--- src/hw/rtl/pcocs_pkg.sv ---
`timescale 1ns / 1ps

package pcocs_pkg;

    // converter resolution; samples are taken in their low ADC_BITS bits
    localparam int ADC_BITS = 12;

    // fixed field widths
    localparam int RAW_W   = 12;
    localparam int GAIN_W  = 16;
    localparam int CNT_W   = 16;
    localparam int SUM_W   = 28;
    localparam int CUR_W   = 21;
    localparam int FAULT_W = 3;
    localparam int DIFF_W  = RAW_W + 1;
    localparam int PROD_W  = DIFF_W + GAIN_W + 1;
    localparam int QUO_W   = PROD_W - 8;
    localparam int NPHASE  = 3;
    localparam int PH_W    = 2;
    localparam int DCNT_W  = $clog2(SUM_W);

    localparam int S_DATA_W = 40;
    localparam int S_USER_W = 2;
    localparam int M_DATA_W = 72;
    localparam int CFG_A_W  = 2;
    localparam int CFG_D_W  = 16;

    // sample mask for the low ADC_BITS bits of a RAW_W wide sample
    localparam logic [RAW_W-1:0] ADC_MASK = RAW_W'((64'd1 << ADC_BITS) - 64'd1);

    // register indexes on the configuration port
    localparam logic [CFG_A_W-1:0] REG_DEFAULT_OFFSET  = 2'd0;
    localparam logic [CFG_A_W-1:0] REG_FAULT_TOLERANCE = 2'd1;
    localparam logic [CFG_A_W-1:0] REG_CAL_SAMPLES     = 2'd2;
    localparam logic [CFG_A_W-1:0] REG_AMP_GAIN        = 2'd3;

    // reset values
    localparam logic [RAW_W-1:0]  RST_DEFAULT_OFFSET  = 12'd2048;
    localparam logic [RAW_W-1:0]  RST_FAULT_TOLERANCE = 12'd200;
    localparam logic [CNT_W-1:0]  RST_CAL_SAMPLES     = 16'd64;
    localparam logic [GAIN_W-1:0] RST_AMP_GAIN        = 16'd256;

    // action codes
    localparam logic ACT_MEASURE = 1'b0;
    localparam logic ACT_POLL    = 1'b1;

    typedef enum logic [4:0] {
        ST_IDLE = 5'b00001,
        ST_MUL  = 5'b00010,
        ST_UPD  = 5'b00100,
        ST_DIV  = 5'b01000,
        ST_DONE = 5'b10000
    } state_t;

    // divider status toward the sequencer
    typedef struct packed {
        logic             busy;
        logic             done;
        logic [SUM_W-1:0] quot;
    } div_res_t;

endpackage

--- src/hw/rtl/pcocs_mul.sv ---
`timescale 1ns / 1ps

module pcocs_mul (
    input  logic                                  aclk,
    input  logic                                  en,
    input  logic [pcocs_pkg::RAW_W-1:0]           sample,
    input  logic [pcocs_pkg::RAW_W-1:0]           offset,
    input  logic [pcocs_pkg::GAIN_W-1:0]          gain,
    output logic signed [pcocs_pkg::PROD_W-1:0]   prod
);

    logic signed [pcocs_pkg::DIFF_W-1:0]   diff;
    logic signed [pcocs_pkg::GAIN_W:0]     gain_s;
    logic signed [pcocs_pkg::PROD_W-1:0]   prod_reg;

    // signed difference from the offset, gain as a positive operand
    assign diff   = $signed({1'b0, sample}) - $signed({1'b0, offset});
    assign gain_s = $signed({1'b0, gain});

    // registered product
    always_ff @(posedge aclk) begin
        if (en) begin
            prod_reg <= diff * gain_s;
        end
    end

    assign prod = prod_reg;

endmodule

--- src/hw/rtl/pcocs_div.sv ---
`timescale 1ns / 1ps

module pcocs_div (
    input  logic                          aclk,
    input  logic                          aresetn,
    input  logic                          start,
    input  logic [pcocs_pkg::SUM_W-1:0]   dividend,
    input  logic [pcocs_pkg::CNT_W-1:0]   divisor,
    output pcocs_pkg::div_res_t           res
);

    logic                          busy_reg;
    logic                          done_reg;
    logic [pcocs_pkg::DCNT_W-1:0]  cnt_reg;
    logic [pcocs_pkg::CNT_W-1:0]   rem_reg;
    logic [pcocs_pkg::CNT_W-1:0]   dvs_reg;
    logic [pcocs_pkg::SUM_W-1:0]   quot_reg;
    logic [pcocs_pkg::CNT_W:0]     trial;
    logic [pcocs_pkg::CNT_W:0]     diff;
    logic                          qbit;

    // one restoring step: shift in the next dividend bit and try to subtract
    assign trial = {rem_reg, quot_reg[pcocs_pkg::SUM_W-1]};
    assign diff  = trial - {1'b0, dvs_reg};
    assign qbit  = ~diff[pcocs_pkg::CNT_W];

    // control
    always_ff @(posedge aclk) begin
        if (!aresetn) begin
            busy_reg <= 1'b0;
            done_reg <= 1'b0;
            cnt_reg  <= '0;
        end else begin
            done_reg <= 1'b0;
            if (start) begin
                busy_reg <= 1'b1;
                cnt_reg  <= '0;
            end else if (busy_reg) begin
                if (cnt_reg == pcocs_pkg::DCNT_W'(pcocs_pkg::SUM_W - 1)) begin
                    busy_reg <= 1'b0;
                    done_reg <= 1'b1;
                end
                cnt_reg <= cnt_reg + 1'b1;
            end
        end
    end

    // quotient bits shift in where dividend bits shift out
    always_ff @(posedge aclk) begin
        if (start) begin
            rem_reg  <= '0;
            dvs_reg  <= divisor;
            quot_reg <= dividend;
        end else if (busy_reg) begin
            rem_reg  <= qbit ? diff[pcocs_pkg::CNT_W-1:0] : trial[pcocs_pkg::CNT_W-1:0];
            quot_reg <= {quot_reg[pcocs_pkg::SUM_W-2:0], qbit};
        end
    end

    assign res.busy = busy_reg;
    assign res.done = done_reg;
    assign res.quot = quot_reg;

    // the remainder always stays below the divisor
    assert property (@(posedge aclk) disable iff (!aresetn)
        busy_reg && !start |-> rem_reg < dvs_reg || dvs_reg == '0)
        else $error("divider remainder not below divisor");

    // a finish pulse follows a full run of steps
    assert property (@(posedge aclk) disable iff (!aresetn)
        done_reg |-> $past(busy_reg) && !busy_reg)
        else $error("divider finished without running");

    // the divider is not restarted while it runs
    assert property (@(posedge aclk) disable iff (!aresetn)
        busy_reg |-> !start)
        else $error("divider restarted while busy");

endmodule

--- src/hw/rtl/phase_current_offset_calibrate_scale_core.sv ---
`timescale 1ns / 1ps

// Three-phase shunt current front end with offset calibration.
// Input words arrive on the s_ channel: s_tdata holds the three ADC samples,
// s_tuser holds the action (measure or calibration poll) and the poll's
// conversion-ok flag. Every input word gives exactly one output word on the
// m_ channel: three phase currents in mA, the fault mask and a run-done flag.
// Configuration registers are written through cfg_wr_en / cfg_addr /
// cfg_wdata; the user must write them only while the block is idle, which
// the block itself does not enforce. A measure word runs the three phases
// through one shared multiplier, one phase per cycle; its result is loaded
// into the output register from the DONE state once that register is free.
// The poll that ends a run with valid samples runs the three offsets through
// one shared 28-step restoring divider, one phase after another.
// s_tready is high only while no word is being worked on; one more word can
// be accepted while a finished result still waits in the output register,
// and its result is held back until m_tready takes the earlier one.
// Reset (aresetn low, synchronous) restores the register defaults, sets all
// offsets to 2048, clears sums, counters and fault bits, and empties the
// output register.

module phase_current_offset_calibrate_scale_core (
    input  logic                                aclk,
    input  logic                                aresetn,
    // input words
    input  logic                                s_tvalid,
    output logic                                s_tready,
    // raw_a [11:0], raw_b [23:12], raw_c [35:24], zero fill [39:36]
    input  logic [pcocs_pkg::S_DATA_W-1:0]      s_tdata,
    // action [0], sample_ok [1]
    input  logic [pcocs_pkg::S_USER_W-1:0]      s_tuser,
    // result words
    output logic                                m_tvalid,
    input  logic                                m_tready,
    // current_a [20:0], current_b [41:21], current_c [62:42],
    // fault_mask [65:63], cal_done [66], zero fill [71:67]
    output logic [pcocs_pkg::M_DATA_W-1:0]      m_tdata,
    // configuration writes
    input  logic                                cfg_wr_en,
    input  logic [pcocs_pkg::CFG_A_W-1:0]       cfg_addr,
    input  logic [pcocs_pkg::CFG_D_W-1:0]       cfg_wdata
);

    localparam int RAW_W  = pcocs_pkg::RAW_W;
    localparam int CNT_W  = pcocs_pkg::CNT_W;
    localparam int SUM_W  = pcocs_pkg::SUM_W;
    localparam int CUR_W  = pcocs_pkg::CUR_W;
    localparam int QUO_W  = pcocs_pkg::QUO_W;
    localparam int NPHASE = pcocs_pkg::NPHASE;
    localparam int PH_W   = pcocs_pkg::PH_W;

    // configuration registers
    logic [RAW_W-1:0]            default_offset_reg;
    logic [RAW_W-1:0]            fault_tolerance_reg;
    logic [CNT_W-1:0]            cal_samples_reg;
    logic [pcocs_pkg::GAIN_W-1:0] amp_gain_reg;

    // calibration state
    logic [RAW_W-1:0]            offset_reg [NPHASE];
    logic [SUM_W-1:0]            sum_reg [NPHASE];
    logic [CNT_W-1:0]            poll_count_reg;
    logic [CNT_W-1:0]            valid_count_reg;
    logic [pcocs_pkg::FAULT_W-1:0] fault_bits_reg;

    // sequencer and item registers
    pcocs_pkg::state_t           state_reg, state_next;
    logic [PH_W-1:0]             ph_reg;
    logic                        act_reg;
    logic                        ok_reg;
    logic [RAW_W-1:0]            raw_reg [NPHASE];
    logic [CUR_W-1:0]            cur_reg [NPHASE];
    logic                        done_flag_reg;
    logic                        div_start_reg;

    // output register
    logic                        m_valid_reg;
    logic [pcocs_pkg::M_DATA_W-1:0] m_data_reg;

    // shared units
    logic                        mul_en;
    logic signed [pcocs_pkg::PROD_W-1:0] prod;
    pcocs_pkg::div_res_t         div_res;

    logic                        in_fire;
    logic                        out_free;
    logic [PH_W-1:0]             ph_prev;
    logic signed [QUO_W-1:0]     quo;
    logic [CUR_W-1:0]            cur_sat;
    logic [CNT_W-1:0]            target;
    logic [CNT_W-1:0]            poll_next;
    logic [CNT_W-1:0]            valid_next;
    logic                        run_end;
    logic [SUM_W:0]              fresh_w;
    logic [SUM_W:0]              upper_w;
    logic [SUM_W:0]              lower_w;
    logic                        out_of_tol;
    logic [CUR_W-1:0]            cur_out [NPHASE];

    assign in_fire  = s_tvalid && s_tready;
    assign out_free = !m_valid_reg || m_tready;
    assign s_tready = (state_reg == pcocs_pkg::ST_IDLE);
    assign m_tvalid = m_valid_reg;
    assign m_tdata  = m_data_reg;

    // configuration writes
    always_ff @(posedge aclk) begin
        if (!aresetn) begin
            default_offset_reg  <= pcocs_pkg::RST_DEFAULT_OFFSET;
            fault_tolerance_reg <= pcocs_pkg::RST_FAULT_TOLERANCE;
            cal_samples_reg     <= pcocs_pkg::RST_CAL_SAMPLES;
            amp_gain_reg        <= pcocs_pkg::RST_AMP_GAIN;
        end else if (cfg_wr_en) begin
            case (cfg_addr)
                pcocs_pkg::REG_DEFAULT_OFFSET:  default_offset_reg  <= cfg_wdata[RAW_W-1:0];
                pcocs_pkg::REG_FAULT_TOLERANCE: fault_tolerance_reg <= cfg_wdata[RAW_W-1:0];
                pcocs_pkg::REG_CAL_SAMPLES:     cal_samples_reg     <= cfg_wdata;
                pcocs_pkg::REG_AMP_GAIN:        amp_gain_reg        <= cfg_wdata;
                default: ;
            endcase
        end
    end

    // shared multiplier, one phase per cycle
    assign mul_en = (state_reg == pcocs_pkg::ST_MUL) && (ph_reg != PH_W'(NPHASE));

    pcocs_mul u_mul (
        .aclk   (aclk),
        .en     (mul_en),
        .sample (raw_reg[ph_reg]),
        .offset (offset_reg[ph_reg]),
        .gain   (amp_gain_reg),
        .prod   (prod)
    );

    // floor by 256 and saturate to the current range
    assign quo = prod[pcocs_pkg::PROD_W-1:8];
    always_comb begin
        if (quo[QUO_W-1] != quo[CUR_W-1]) begin
            cur_sat = {quo[QUO_W-1], {(CUR_W-1){~quo[QUO_W-1]}}};
        end else begin
            cur_sat = quo[CUR_W-1:0];
        end
    end
    assign ph_prev = ph_reg - 1'b1;

    // shared divider for the end-of-run offsets
    pcocs_div u_div (
        .aclk     (aclk),
        .aresetn  (aresetn),
        .start    (div_start_reg),
        .dividend (sum_reg[ph_reg]),
        .divisor  (valid_count_reg),
        .res      (div_res)
    );

    // poll bookkeeping
    assign target     = (cal_samples_reg == '0) ? CNT_W'(1) : cal_samples_reg;
    assign poll_next  = poll_count_reg + 1'b1;
    assign valid_next = ok_reg ? valid_count_reg + 1'b1 : valid_count_reg;
    assign run_end    = (poll_next >= target);

    // tolerance window around the default offset
    assign fresh_w    = {1'b0, div_res.quot};
    assign upper_w    = (SUM_W + 1)'(default_offset_reg) + (SUM_W + 1)'(fault_tolerance_reg);
    assign lower_w    = fresh_w + (SUM_W + 1)'(fault_tolerance_reg);
    assign out_of_tol = (fresh_w > upper_w) ||
                        (lower_w < (SUM_W + 1)'(default_offset_reg));

    // sequencer
    always_comb begin
        state_next = state_reg;
        case (state_reg)
            pcocs_pkg::ST_IDLE: begin
                if (in_fire) begin
                    state_next = (s_tuser[0] == pcocs_pkg::ACT_POLL) ?
                                 pcocs_pkg::ST_UPD : pcocs_pkg::ST_MUL;
                end
            end
            pcocs_pkg::ST_MUL: begin
                if (ph_reg == PH_W'(NPHASE)) begin
                    state_next = pcocs_pkg::ST_DONE;
                end
            end
            pcocs_pkg::ST_UPD: begin
                if (run_end && valid_next != '0) begin
                    state_next = pcocs_pkg::ST_DIV;
                end else begin
                    state_next = pcocs_pkg::ST_DONE;
                end
            end
            pcocs_pkg::ST_DIV: begin
                if (div_res.done && ph_reg == PH_W'(NPHASE - 1)) begin
                    state_next = pcocs_pkg::ST_DONE;
                end
            end
            pcocs_pkg::ST_DONE: begin
                if (out_free) begin
                    state_next = pcocs_pkg::ST_IDLE;
                end
            end
            default: state_next = pcocs_pkg::ST_IDLE;
        endcase
    end

    // control registers and calibration state
    always_ff @(posedge aclk) begin
        if (!aresetn) begin
            state_reg       <= pcocs_pkg::ST_IDLE;
            ph_reg          <= '0;
            div_start_reg   <= 1'b0;
            done_flag_reg   <= 1'b0;
            poll_count_reg  <= '0;
            valid_count_reg <= '0;
            fault_bits_reg  <= '0;
            m_valid_reg     <= 1'b0;
            for (int i = 0; i < NPHASE; i++) begin
                offset_reg[i] <= pcocs_pkg::RST_DEFAULT_OFFSET & pcocs_pkg::ADC_MASK;
                sum_reg[i]    <= '0;
            end
        end else begin
            state_reg     <= state_next;
            div_start_reg <= 1'b0;
            // output valid: load a finished word, or drop the one taken
            if (state_reg == pcocs_pkg::ST_DONE && out_free) begin
                m_valid_reg <= 1'b1;
            end else if (m_tready) begin
                m_valid_reg <= 1'b0;
            end
            case (state_reg)
                pcocs_pkg::ST_IDLE: begin
                    ph_reg        <= '0;
                    done_flag_reg <= 1'b0;
                end
                pcocs_pkg::ST_MUL: begin
                    ph_reg <= ph_reg + 1'b1;
                end
                pcocs_pkg::ST_UPD: begin
                    ph_reg <= '0;
                    if (run_end) begin
                        done_flag_reg <= (valid_next == '0);
                    end
                    if (run_end && valid_next == '0) begin
                        poll_count_reg  <= '0;
                        valid_count_reg <= '0;
                        for (int i = 0; i < NPHASE; i++) begin
                            sum_reg[i] <= '0;
                        end
                    end else begin
                        poll_count_reg  <= poll_next;
                        valid_count_reg <= valid_next;
                        if (ok_reg) begin
                            for (int i = 0; i < NPHASE; i++) begin
                                sum_reg[i] <= sum_reg[i] + SUM_W'(raw_reg[i]);
                            end
                        end
                        div_start_reg <= run_end;
                    end
                end
                pcocs_pkg::ST_DIV: begin
                    if (div_res.done) begin
                        fault_bits_reg[ph_reg] <= out_of_tol;
                        if (!out_of_tol) begin
                            offset_reg[ph_reg] <= div_res.quot[RAW_W-1:0] & pcocs_pkg::ADC_MASK;
                        end
                        if (ph_reg == PH_W'(NPHASE - 1)) begin
                            done_flag_reg   <= 1'b1;
                            poll_count_reg  <= '0;
                            valid_count_reg <= '0;
                            for (int i = 0; i < NPHASE; i++) begin
                                sum_reg[i] <= '0;
                            end
                        end else begin
                            ph_reg        <= ph_reg + 1'b1;
                            div_start_reg <= 1'b1;
                        end
                    end
                end
                default: ;
            endcase
        end
    end

    // item capture and measured currents
    always_ff @(posedge aclk) begin
        if (in_fire) begin
            act_reg    <= s_tuser[0];
            ok_reg     <= s_tuser[1];
            raw_reg[0] <= s_tdata[RAW_W-1:0] & pcocs_pkg::ADC_MASK;
            raw_reg[1] <= s_tdata[2*RAW_W-1:RAW_W] & pcocs_pkg::ADC_MASK;
            raw_reg[2] <= s_tdata[3*RAW_W-1:2*RAW_W] & pcocs_pkg::ADC_MASK;
        end
        if (state_reg == pcocs_pkg::ST_MUL && ph_reg != '0) begin
            cur_reg[ph_prev] <= cur_sat;
        end
    end

    // output word; currents read zero on polls
    always_comb begin
        for (int i = 0; i < NPHASE; i++) begin
            cur_out[i] = (act_reg == pcocs_pkg::ACT_POLL) ? '0 : cur_reg[i];
        end
    end

    always_ff @(posedge aclk) begin
        if (state_reg == pcocs_pkg::ST_DONE && out_free) begin
            m_data_reg <= pcocs_pkg::M_DATA_W'({done_flag_reg, fault_bits_reg,
                                                cur_out[2], cur_out[1], cur_out[0]});
        end
    end

    // a word with cal_done set carries zero currents
    assert property (@(posedge aclk) disable iff (!aresetn)
        m_valid_reg && m_data_reg[3*CUR_W+pcocs_pkg::FAULT_W] |-> m_data_reg[3*CUR_W-1:0] == '0)
        else $error("run-done word with nonzero currents");

    // the divider is started only while offsets are being computed
    assert property (@(posedge aclk) disable iff (!aresetn)
        div_start_reg |-> state_reg == pcocs_pkg::ST_DIV)
        else $error("divider start outside offset computation");

    // offsets are computed only with a nonzero valid count
    assert property (@(posedge aclk) disable iff (!aresetn)
        state_reg == pcocs_pkg::ST_DIV |-> valid_count_reg != '0)
        else $error("offset division with zero valid polls");

    // an accepted word blocks the input until its result is out
    assert property (@(posedge aclk) disable iff (!aresetn)
        in_fire |=> !s_tready)
        else $error("input ready right after acceptance");

    // the output register is loaded only when it is free
    assert property (@(posedge aclk) disable iff (!aresetn)
        m_valid_reg && !m_tready |=> $stable(m_data_reg))
        else $error("pending result overwritten");

endmodule

--- config.mk ---
export PLATFORM = sky130hd
export DESIGN_NAME = phase_current_offset_calibrate_scale_core
export DESIGN_NICKNAME = d
export VERILOG_FILES = /design/src/hw/rtl/pcocs_pkg.sv /design/src/hw/rtl/pcocs_mul.sv /design/src/hw/rtl/pcocs_div.sv /design/src/hw/rtl/phase_current_offset_calibrate_scale_core.sv
export SDC_FILE = /design/constraint.sdc
export NUM_CORES = 1
export LEC_CHECK = 0
export BUFFER_PORTS_ARGS = -buffer_cell sky130_fd_sc_hd__buf_2
export CAP_MARGIN = 10
export CORE_UTILIZATION = 60
export CTS_CLUSTER_SIZE = 16
export DETAILED_ROUTE_END_ITERATION = 10
export GPL_TIMING_DRIVEN = 0
export PLACE_DENSITY_LB_ADDON = 0.05
export SYNTH_ARGS = -nofsm -noshare
export SYNTH_HDL_FRONTEND = slang
export SYNTH_HIERARCHICAL = 1
export SYNTH_SLANG_ARGS = --single-unit
--- constraint.sdc ---
create_clock -name aclk -period 9.7 [get_ports aclk]
set_clock_uncertainty 0.1 [all_clocks]
set_input_delay 1.94 -clock aclk [delete_from_list [all_inputs] [get_ports aclk]]
set_output_delay 1.94 -clock aclk [all_outputs]
set_load 0.01 [all_outputs]
# Word-level counts from Yosys, hierarchy flattened
# Memories as Yosys holds them, arrays and structs flattened. A register that Yosys moved wholly into a read port is not among the register bits.
# Cells that the tools add are included.
[op_classes]
n_addsub = 12
mul = 1
order_cmp = 5
n_eq_ne = 21
muxes = 81
bitwise = 13
reduce_logical = 34
[ops]
columns = ["operator", "n"]
rows = [
  ["$mux W28", 11],
  ["$mux W16", 7],
  ["$add A28 B12 Y28", 3],
  ["$pmux W16 S2", 2],
  ["$mux W1", 38],
  ["$add A16 B1 Y16 const B", 2],
  ["$logic_not A16 Y1", 2],
  ["$mul A13 B17 Y30", 1],
  ["$add A28 B12 Y29", 1],
  ["$lt A29 B12 Y1", 1],
  ["$gt A28 B13 Y1", 1],
  ["$mux W5", 5],
  ["$pmux W5 S5", 1],
  ["$mux W21", 1],
  ["$mux W2", 9],
  ["$sub A17 B16 Y17", 1],
  ["$ge A16 B16 Y1", 1],
  ["$reduce_bool A16 Y1", 1],
  ["$ne A2 B2 Y1 const B", 7],
  ["$add A12 B12 Y13", 1],
  ["$sub A12 B12 Y13", 1],
  ["$mux W12", 1],
  ["$reduce_or A12 Y1", 1],
  ["$eq A5 B5 Y1 const B", 2],
  ["other kinds (32)", 66],
]
[totals]
ff_bits = 204
ramBits = 219
input_bits = 65
out_inout_bits = 74
word_cells = 193
n_memories = 4
[mem_list]
columns = ["name", "words", "width", "rd", "rd_clocked_by_memory_dff", "write_ports", "line", "source"]
rows = [
  ["sum_reg", 3, 28, 4, 1, 3, "phase_current_offset_calibrate_scale_core.sv:60", "logic [SUM_W-1:0] sum_reg [NPHASE];"],
  ["cur_reg", 3, 21, 3, 3, 1, "phase_current_offset_calibrate_scale_core.sv:71", "logic [CUR_W-1:0] cur_reg [NPHASE];"],
  ["offset_reg", 3, 12, 1, 1, 3, "phase_current_offset_calibrate_scale_core.sv:59", "logic [RAW_W-1:0] offset_reg [NPHASE];"],
  ["raw_reg", 3, 12, 4, 1, 3, "phase_current_offset_calibrate_scale_core.sv:70", "logic [RAW_W-1:0] raw_reg [NPHASE];"],
]

# Depth between registers and ports, before layout
# Gate-level depths: netlist of run 1.
[depth]
word_depth = 11
mapped_depth = 35
mapped_depth_nobuf = 29

# Modules after synthesis
# The synthesis of run 1 kept the hierarchy.
[modules_own_cells]
columns = ["mod", "instances", "cells_each", "area_per_inst_um2", "seq_area_each_um2"]
rows = [
  ["phase_current_offset_calibrate_scale_core", 1, 2010, 21134.0, 11070.6],
  ["pcocs_mul", 1, 978, 9167.5, 900.9],
  ["pcocs_div", 1, 339, 3656.0, 1781.7],
]

# Worst setup path before layout of run 1
# No wires, ideal clock.
[synth_timing]
path_type = "register to register"
from = "register (tool-made name)"
to = "register u_mul.prod_reg, in the netlist u_mul/prod[26] (data pin)"
setup_ns = 0.267
arrival_ns = 8.067
required_ns = 9.333
setup_slack_ns = 1.267
path_stages_with_launch = 33
n_path_buf = 5
period_less_slack_ns = 8.433
cell_sequence = "dfxtp_1 > clkbuf_1 > buf_1 > clkbuf_1 > mux2i_1 > o21ai_0 > inv_1 > ha_1 > fa_1 > nor2b_1 > o21ai_2 > a21boi_2 > o21a_1 > or3_1 > clkbuf_2 > buf_6 > nand3_1 > fa_1 > fa_1 > inv_1 > fa_1 > fa_1 > fa_1 > inv_1 > fa_1 > inv_1 > ha_1 > a211oi_1 > o21ai_0 > a21oi_1 > o31ai_4 > a2111oi_2 > nor3_1"
[synth_lines]
columns = ["item", "line", "source"]
rows = [
  ["end signal: assignment", "pcocs_mul.sv:23", "prod_reg <= diff * gain_s;"],
  ["end: declaration", "pcocs_mul.sv:14", "logic signed [pcocs_pkg::PROD_W-1:0] prod_reg;"],
]

==> reports/metrics.yaml, run 1 <==
critical_path:
  cp.required_ns: 9.96
  cp.depth: 28
  reg2reg_depth: 28
  path_common_cell: "fa_1"
  startpoint_type: "flip-flop"
  critPathBufInv: 7
  path_max_fanout: 10
  cpMaxStageDelayCell: "buf_1"
  max_stage_delay_ns: 0.58
  cpLargestDelayFamily: "adder cells"
  critPathCaptureType: "flip-flop"
  worstSetupPathType: "flip-flop to flip-flop"
  worstPathArrival_ns: 9.47
logic_synthesis:
  syn_area_per_cell_um2: 10.16
  synth_cells: 3316
  synthesis.area_um2: 33690
  synth-warning-count: 6
floorplanning:
  die_y_um: 239.0
  start_util: 0.6092
  rows: 86
  core_area_um2: 55310
  dieArea_um2: 57110
  io_pins: 139
  die_w_um: 239.0
global_routing:
  grtUsageMet1: 0.3870
  grt_pass1_vias: 25130
  grt_use_total: 0.3089
  grt_max_degree: 44
  grt_util_met3: 0.04042
  top_usage_layer: "met2"
  use_met2: 0.5329
  grt-ovfl-total: 0
  grt_pass1_wl_mm: 137.1
  antenna_found_initial: 1
pwr:
  powerDensity_nw_per_um2: 339.1
  p_sw_uw: 5844
  p_int_uw: 6808
  p_clk_frac: 0.167
  p_sw_frac: 0.4619
  ir_worst_vdd_uv: 794.5
  leakage_uw: 0.01489
  power_frac_comb: 0.619
  p_seq_frac: 0.215
routing:
  vias: 25410
  vias_per_cell: 5.902
  routed_wl_mm: 88.28
  ant_nets: 0
  firstDrtPassIters: 7
  drc: 0
  routedWlPerCell_um: 20.51
  drt-initial-drc-count: 1888
sta:
  fin_tns_setup_ns: 0
  worst_slew_pin_slew_ns: 1.140
  setup_viol: 0
  hold_viol: 0
  slew_headroom: 0.2399
  slew_violations: 0
  max_freq_mhz: 108.5
  rsz0062_at_grt: "no"
  layout_min_cycle_time_ns: 9.213
  final.period_utilization: 0.9498
min_path:
  hold_depth: 0
  hold_class: "flip-flop to flip-flop"
cells_and_area:
  largest_reg_flops: 84
  final_area_um2: 37310
  finalNonFillerCells: 4305
  fill_cells: 4418
  syn2layout_area_growth_pct: 10.73
  num-nets-final: 3981
  drive_gt1_frac: 0.1046
clock_network:
  clk_latency_ns: 0.63
  cts_tree: "done"
  post-cts-setup-buffer-count: 0
  cts_buffer_depth: 3
  numCtsBuffers: 53
  path_clk_slew_ns: 0.06
  clkSinkCount: 492
  clockRootBuffer: "clkbuf_16"
  h-tree-depth: 2
  ctsResizeCount: 2
  postCtsHoldBufs: 0
place:
  dpl.cell_count: 4206
  io_buffers: 129
  place_area_um2: 35460
  gp_congestion: 0.9328
  hpwlAfterDp_mm: 67.81
run_status:
  outcome: "finished, final reports clean"
job:
  maxCapViolCount: 0
-- metrics by stage --
stage | utilization | hold WS, ns | setup WS (ns) | total power [uW]
2_1_floorplan | - | 0.2995 | 1.267 | 8507
3_3_place_gp | 0.6381 | 0.3192 | -0.3786 | 10430
3_5_place_dp | 0.6411 | 0.3243 | -0.5400 | 10550
4_1_cts | 0.6741 | 0.3443 | 0.05826 | 12710
5_1_grt | 0.6746 | 0.3536 | 0.03547 | 13710
6_report | 0.6746 | 0.3498 | 0.4868 | 12650
-- power groups by stage --
| stage | sequential, uW | combinational (uW) | clock [uW] |
|---|---|---|---|
| finish | 2720 | 7830 | 2110 |
| global route | 2730 | 8770 | 2210 |
| CTS | 2710 | 7870 | 2130 |
| detailed placement | 2750 | 7790 | 0 |
| global placement | 2760 | 7670 | 0 |
| floorplan | 2720 | 5790 | 0 |
-- final cells by class --
cell class	instances	area (um2)	share of cell area
Multi-Input combinational cell	2402	18520	0.4965
Sequential cell	492	13510	0.3622
Clock buffer	67	1409	0.03776
Inverter	268	1006	0.02696
Tap cell	748	935.9	0.02508
Timing Repair Buffer	139	812.0	0.02176
Buffer	157	701.9	0.01881
Clock inverter	31	406.6	0.01090
Antenna cell	1	2.502	0.00006707
-- layout by cell type, fill, tap and decap left out, types with 12 or more instances in the layout --
cell type	count
nor2b_1	113
nand2b_1	63
nor4_1	32
and3_1	47
mux2i_1	55
buf_2	147
a21boi_0	55
fa_1	161
and2_1	39
ha_1	242
and4_1	14
o211ai_1	20
nand3_1	115
dfxtp_1	126
or3_1	36
a21o_1	41
clkbuf_16	53
nand4_1	28
mux2_2	35
clkinv_2	12
mux4_2	12
edfxtp_1	366
clkbuf_1	127
nand2_1	392
nor3_1	80
a21oi_1	98
inv_1	267
a211oi_1	17
xnor2_1	78
o21a_1	25
xor2_1	65
nor2_1	194
o21ai_0	133
o21ai_1	15
-- worst paths after layout --
kind	start	slack, ns	endpoint
hold / removal	fault_bits_reg[2]	0.35	m_tdata[65]
setup / recovery	flip-flop	0.49	u_mul/prod[26]
hold reg to reg	fault_bits_reg[2]	0.35	m_tdata[65]
setup reg to reg	flip-flop	0.49	u_mul/prod[26]
-- metal layers --
| layer | wire [um] | part of all wire |
|---|---|---|
| met1 | 36070 | 0.41 |
| met2 | 43970 | 0.50 |
| met3 | 4401 | 0.050 |
| met4 | 3816 | 0.043 |
| met5 | 19 | 0.00022 |
Note: power is estimated with default switching activity, not from simulation.
==> run 2, diff against run 1 <==
- REMOVE_ABC_BUFFERS: not set -> 1
==> reports/metrics.yaml, run 2 (synthesized netlist as in run 1, its figures left out) <==
routing:
  routed_wl_mm: 83.30  # was 88.28 mm
  vias_per_cell: 5.964  # was 5.902
  firstDrtPassIters: 6  # was 7
  drt-initial-drc-count: 1890  # was 1888
  drc: 0  # unchanged
  routedWlPerCell_um: 19.94  # was 20.51 um
  vias: 24910  # was 25410
  ant_nets: 0  # unchanged
sta:
  setup_viol: 0  # unchanged
  layout_min_cycle_time_ns: 9.138  # was 9.213 ns
  hold_viol: 0  # unchanged
  worst_slew_pin_slew_ns: 1.113  # was 1.140 ns
  rsz0062_at_grt: "no"  # unchanged
  fin_tns_setup_ns: 0  # unchanged
  slew_violations: 0  # unchanged
  slew_headroom: 0.2540  # was 0.2399
  max_freq_mhz: 109.4  # was 108.5 MHz
  final.period_utilization: 0.9420  # was 0.9498
critical_path:
  worstSetupPathType: "flip-flop to flip-flop"  # unchanged
  max_stage_delay_ns: 0.85  # was 0.58 ns
  cp.required_ns: 9.95  # was 9.96 ns
  critPathCaptureType: "flip-flop"  # unchanged
  path_common_cell: "fa_1"  # unchanged
  path_max_fanout: 28  # was 10
  worstPathArrival_ns: 9.39  # was 9.47 ns
  cpMaxStageDelayCell: "a21boi_2"  # was buf_1
  startpoint_type: "flip-flop"  # unchanged
cells_and_area:
  layout_commonest_cell: "nand2_1"  # unchanged
  multiInputGateArea_um2: 18550  # was 18520 um2
  layout_common_cells: "nand2_1 (392), edfxtp_1 (366), inv_1 (268), ha_1 (241), nor2_1 (192)"  # was nand2_1 (392), edfxtp_1 (366), inv_1 (267), ha_1 (242), nor2_1 (194)
  seqCellArea_um2: 13520  # was 13510 um2
  fill_cells: 4360  # was 4418
  num-nets-final: 3851  # was 3981
  final_core_util: 0.6698  # was 0.6746
  drive_gt1_frac: 0.1079  # was 0.1046
  largest_reg_flops: 84  # unchanged
  syn2layout_area_growth_pct: 9.944  # was 10.73%
pwr:
  powerDensity_nw_per_um2: 337.5  # was 339.1 nW/um2
  p_int_uw: 6785  # was 6808 uW
  p_sw_frac: 0.4573  # was 0.4619
  power_frac_comb: 0.613  # was 0.619
  ir_worst_vdd_uv: 697.3  # was 794.5 uV
  p_seq_frac: 0.220  # was 0.215
  p_sw_uw: 5718  # was 5844 uW
  leakage_uw: 0.01477  # was 0.01489 uW
  p_clk_frac: 0.167  # about the same
clock_network:
  numCtsBuffers: 53  # unchanged
  clkSinkCount: 492  # unchanged
  clk_latency_ns: 0.62  # was 0.63 ns
  path_clk_slew_ns: 0.06  # about the same
  clockRootBuffer: "clkbuf_16"  # unchanged
  post-cts-setup-buffer-count: 0  # unchanged
  cts_tree: "done"  # unchanged
  h-tree-depth: 2  # unchanged
  cts_buffer_depth: 3  # unchanged
floorplanning:
  io_pins: 139  # unchanged
  core_area_um2: 55310  # unchanged
  dieArea_um2: 57110  # unchanged
  die_y_um: 239.0  # unchanged
  start_util: 0.6092  # unchanged
  rows: 86  # unchanged
  die_w_um: 239.0  # unchanged
global_routing:
  grt_pass1_wl_mm: 133.0  # was 137.1 mm
  grt_pass1_vias: 25040  # was 25130
  grt-ovfl-total: 0  # unchanged
  grt_use_total: 0.2968  # was 0.3089
  antenna_found_initial: 3  # was 1
  grt_max_degree: 93  # was 44
place:
  io_buffers: 129  # unchanged
  hpwlAfterDp_mm: 62.66  # was 67.81 mm
  gp_congestion: 0.9214  # was 0.9328
run_status:
  outcome: "finished, final reports clean"  # unchanged
job:
  maxCapViolCount: 0  # unchanged
min_path:
  hold_class: "flip-flop to flip-flop"  # unchanged
## run 2: cell count changes in the layout (fill, tap and decap cells not counted), moves of 3 or more
cell and delta:
clkbuf_2 -3, buf_12 +3, buf_1 -5, buf_8 +3, clkbuf_1 -120, buf_2 -19, clkinv_1 +7, buf_16 +6
dfxtp_1 -3
## run 2: final cells by class
cell class,count,area share
well taps,748,0.02526
repair buffers,166,0.03313
diodes,1,0.00006755
clock buffers,65,0.03867
inverters,268,0.02715
clock inverters,35,0.009930
flip-flops and latches,492,0.3650
multi-input cells,2402,0.5008
## run 2: final timing paths
check | slack (ns) | to | startpoint | cells past startpoint
min reg2reg | 0.34 | m_tdata[63] | fault_bits_reg[0] | 0
min | 0.34 | m_tdata[63] | fault_bits_reg[0] | 0
max reg2reg | 0.56 | u_mul/prod[26] | flip-flop | 26
max | 0.56 | u_mul/prod[26] | flip-flop | 26
## run 2: critical path, delay by kind of cell (launching register included)
family | cells | cell delay, ns
fa+ha+maj | 9 | 4.03
compound gates | 9 | 2.56
flops | 1 | 0.68
mux | 1 | 0.53
simple gates | 3 | 0.52
buf+inv | 4 | 0.45
## run 2: power by group through the flow
stage,registers [uW],logic (uW),clock network (uW)
3_5_place_dp,2790,7470,0
5_1_grt,2760,8540,2200
6_report,2750,7660,2090
3_3_place_gp,2820,7280,0
2_1_floorplan,2770,5610,0
4_1_cts,2750,7570,2130
## run 2: through the flow
stage | setup slack [ns] | total power (uW) | std cells | hold WS, ns | instance area, um2
after floorplan | 0.2811 | 8381 | 3162 | 0.2995 | 33010
after global placement | -2.205 | 10100 | 4039 | 0.3221 | 34590
after detailed placement | 0.4246 | 10260 | 4070 | 0.3296 | 35150
after CTS | 0.3894 | 12440 | 4170 | 0.3437 | 36950
after global routing | 0.1652 | 13510 | 4177 | 0.3544 | 37050
final | 0.5624 | 12500 | 4177 | 0.3430 | 37050
## run 2: metal layers
metal	track usage	vias up	wire (um)
met1	0.3904	12200	35110
met2	0.4909	759	39640
met4	0.1226	0	3541
li1	-	11760	-
met5	0	-	0
met3	0.04492	192	5004
## run 2: what timing repair did
action	in CTS	in global routing
endpoints found under the setup margin	0	2
resized for setup	0	1
hold buffers	0	0
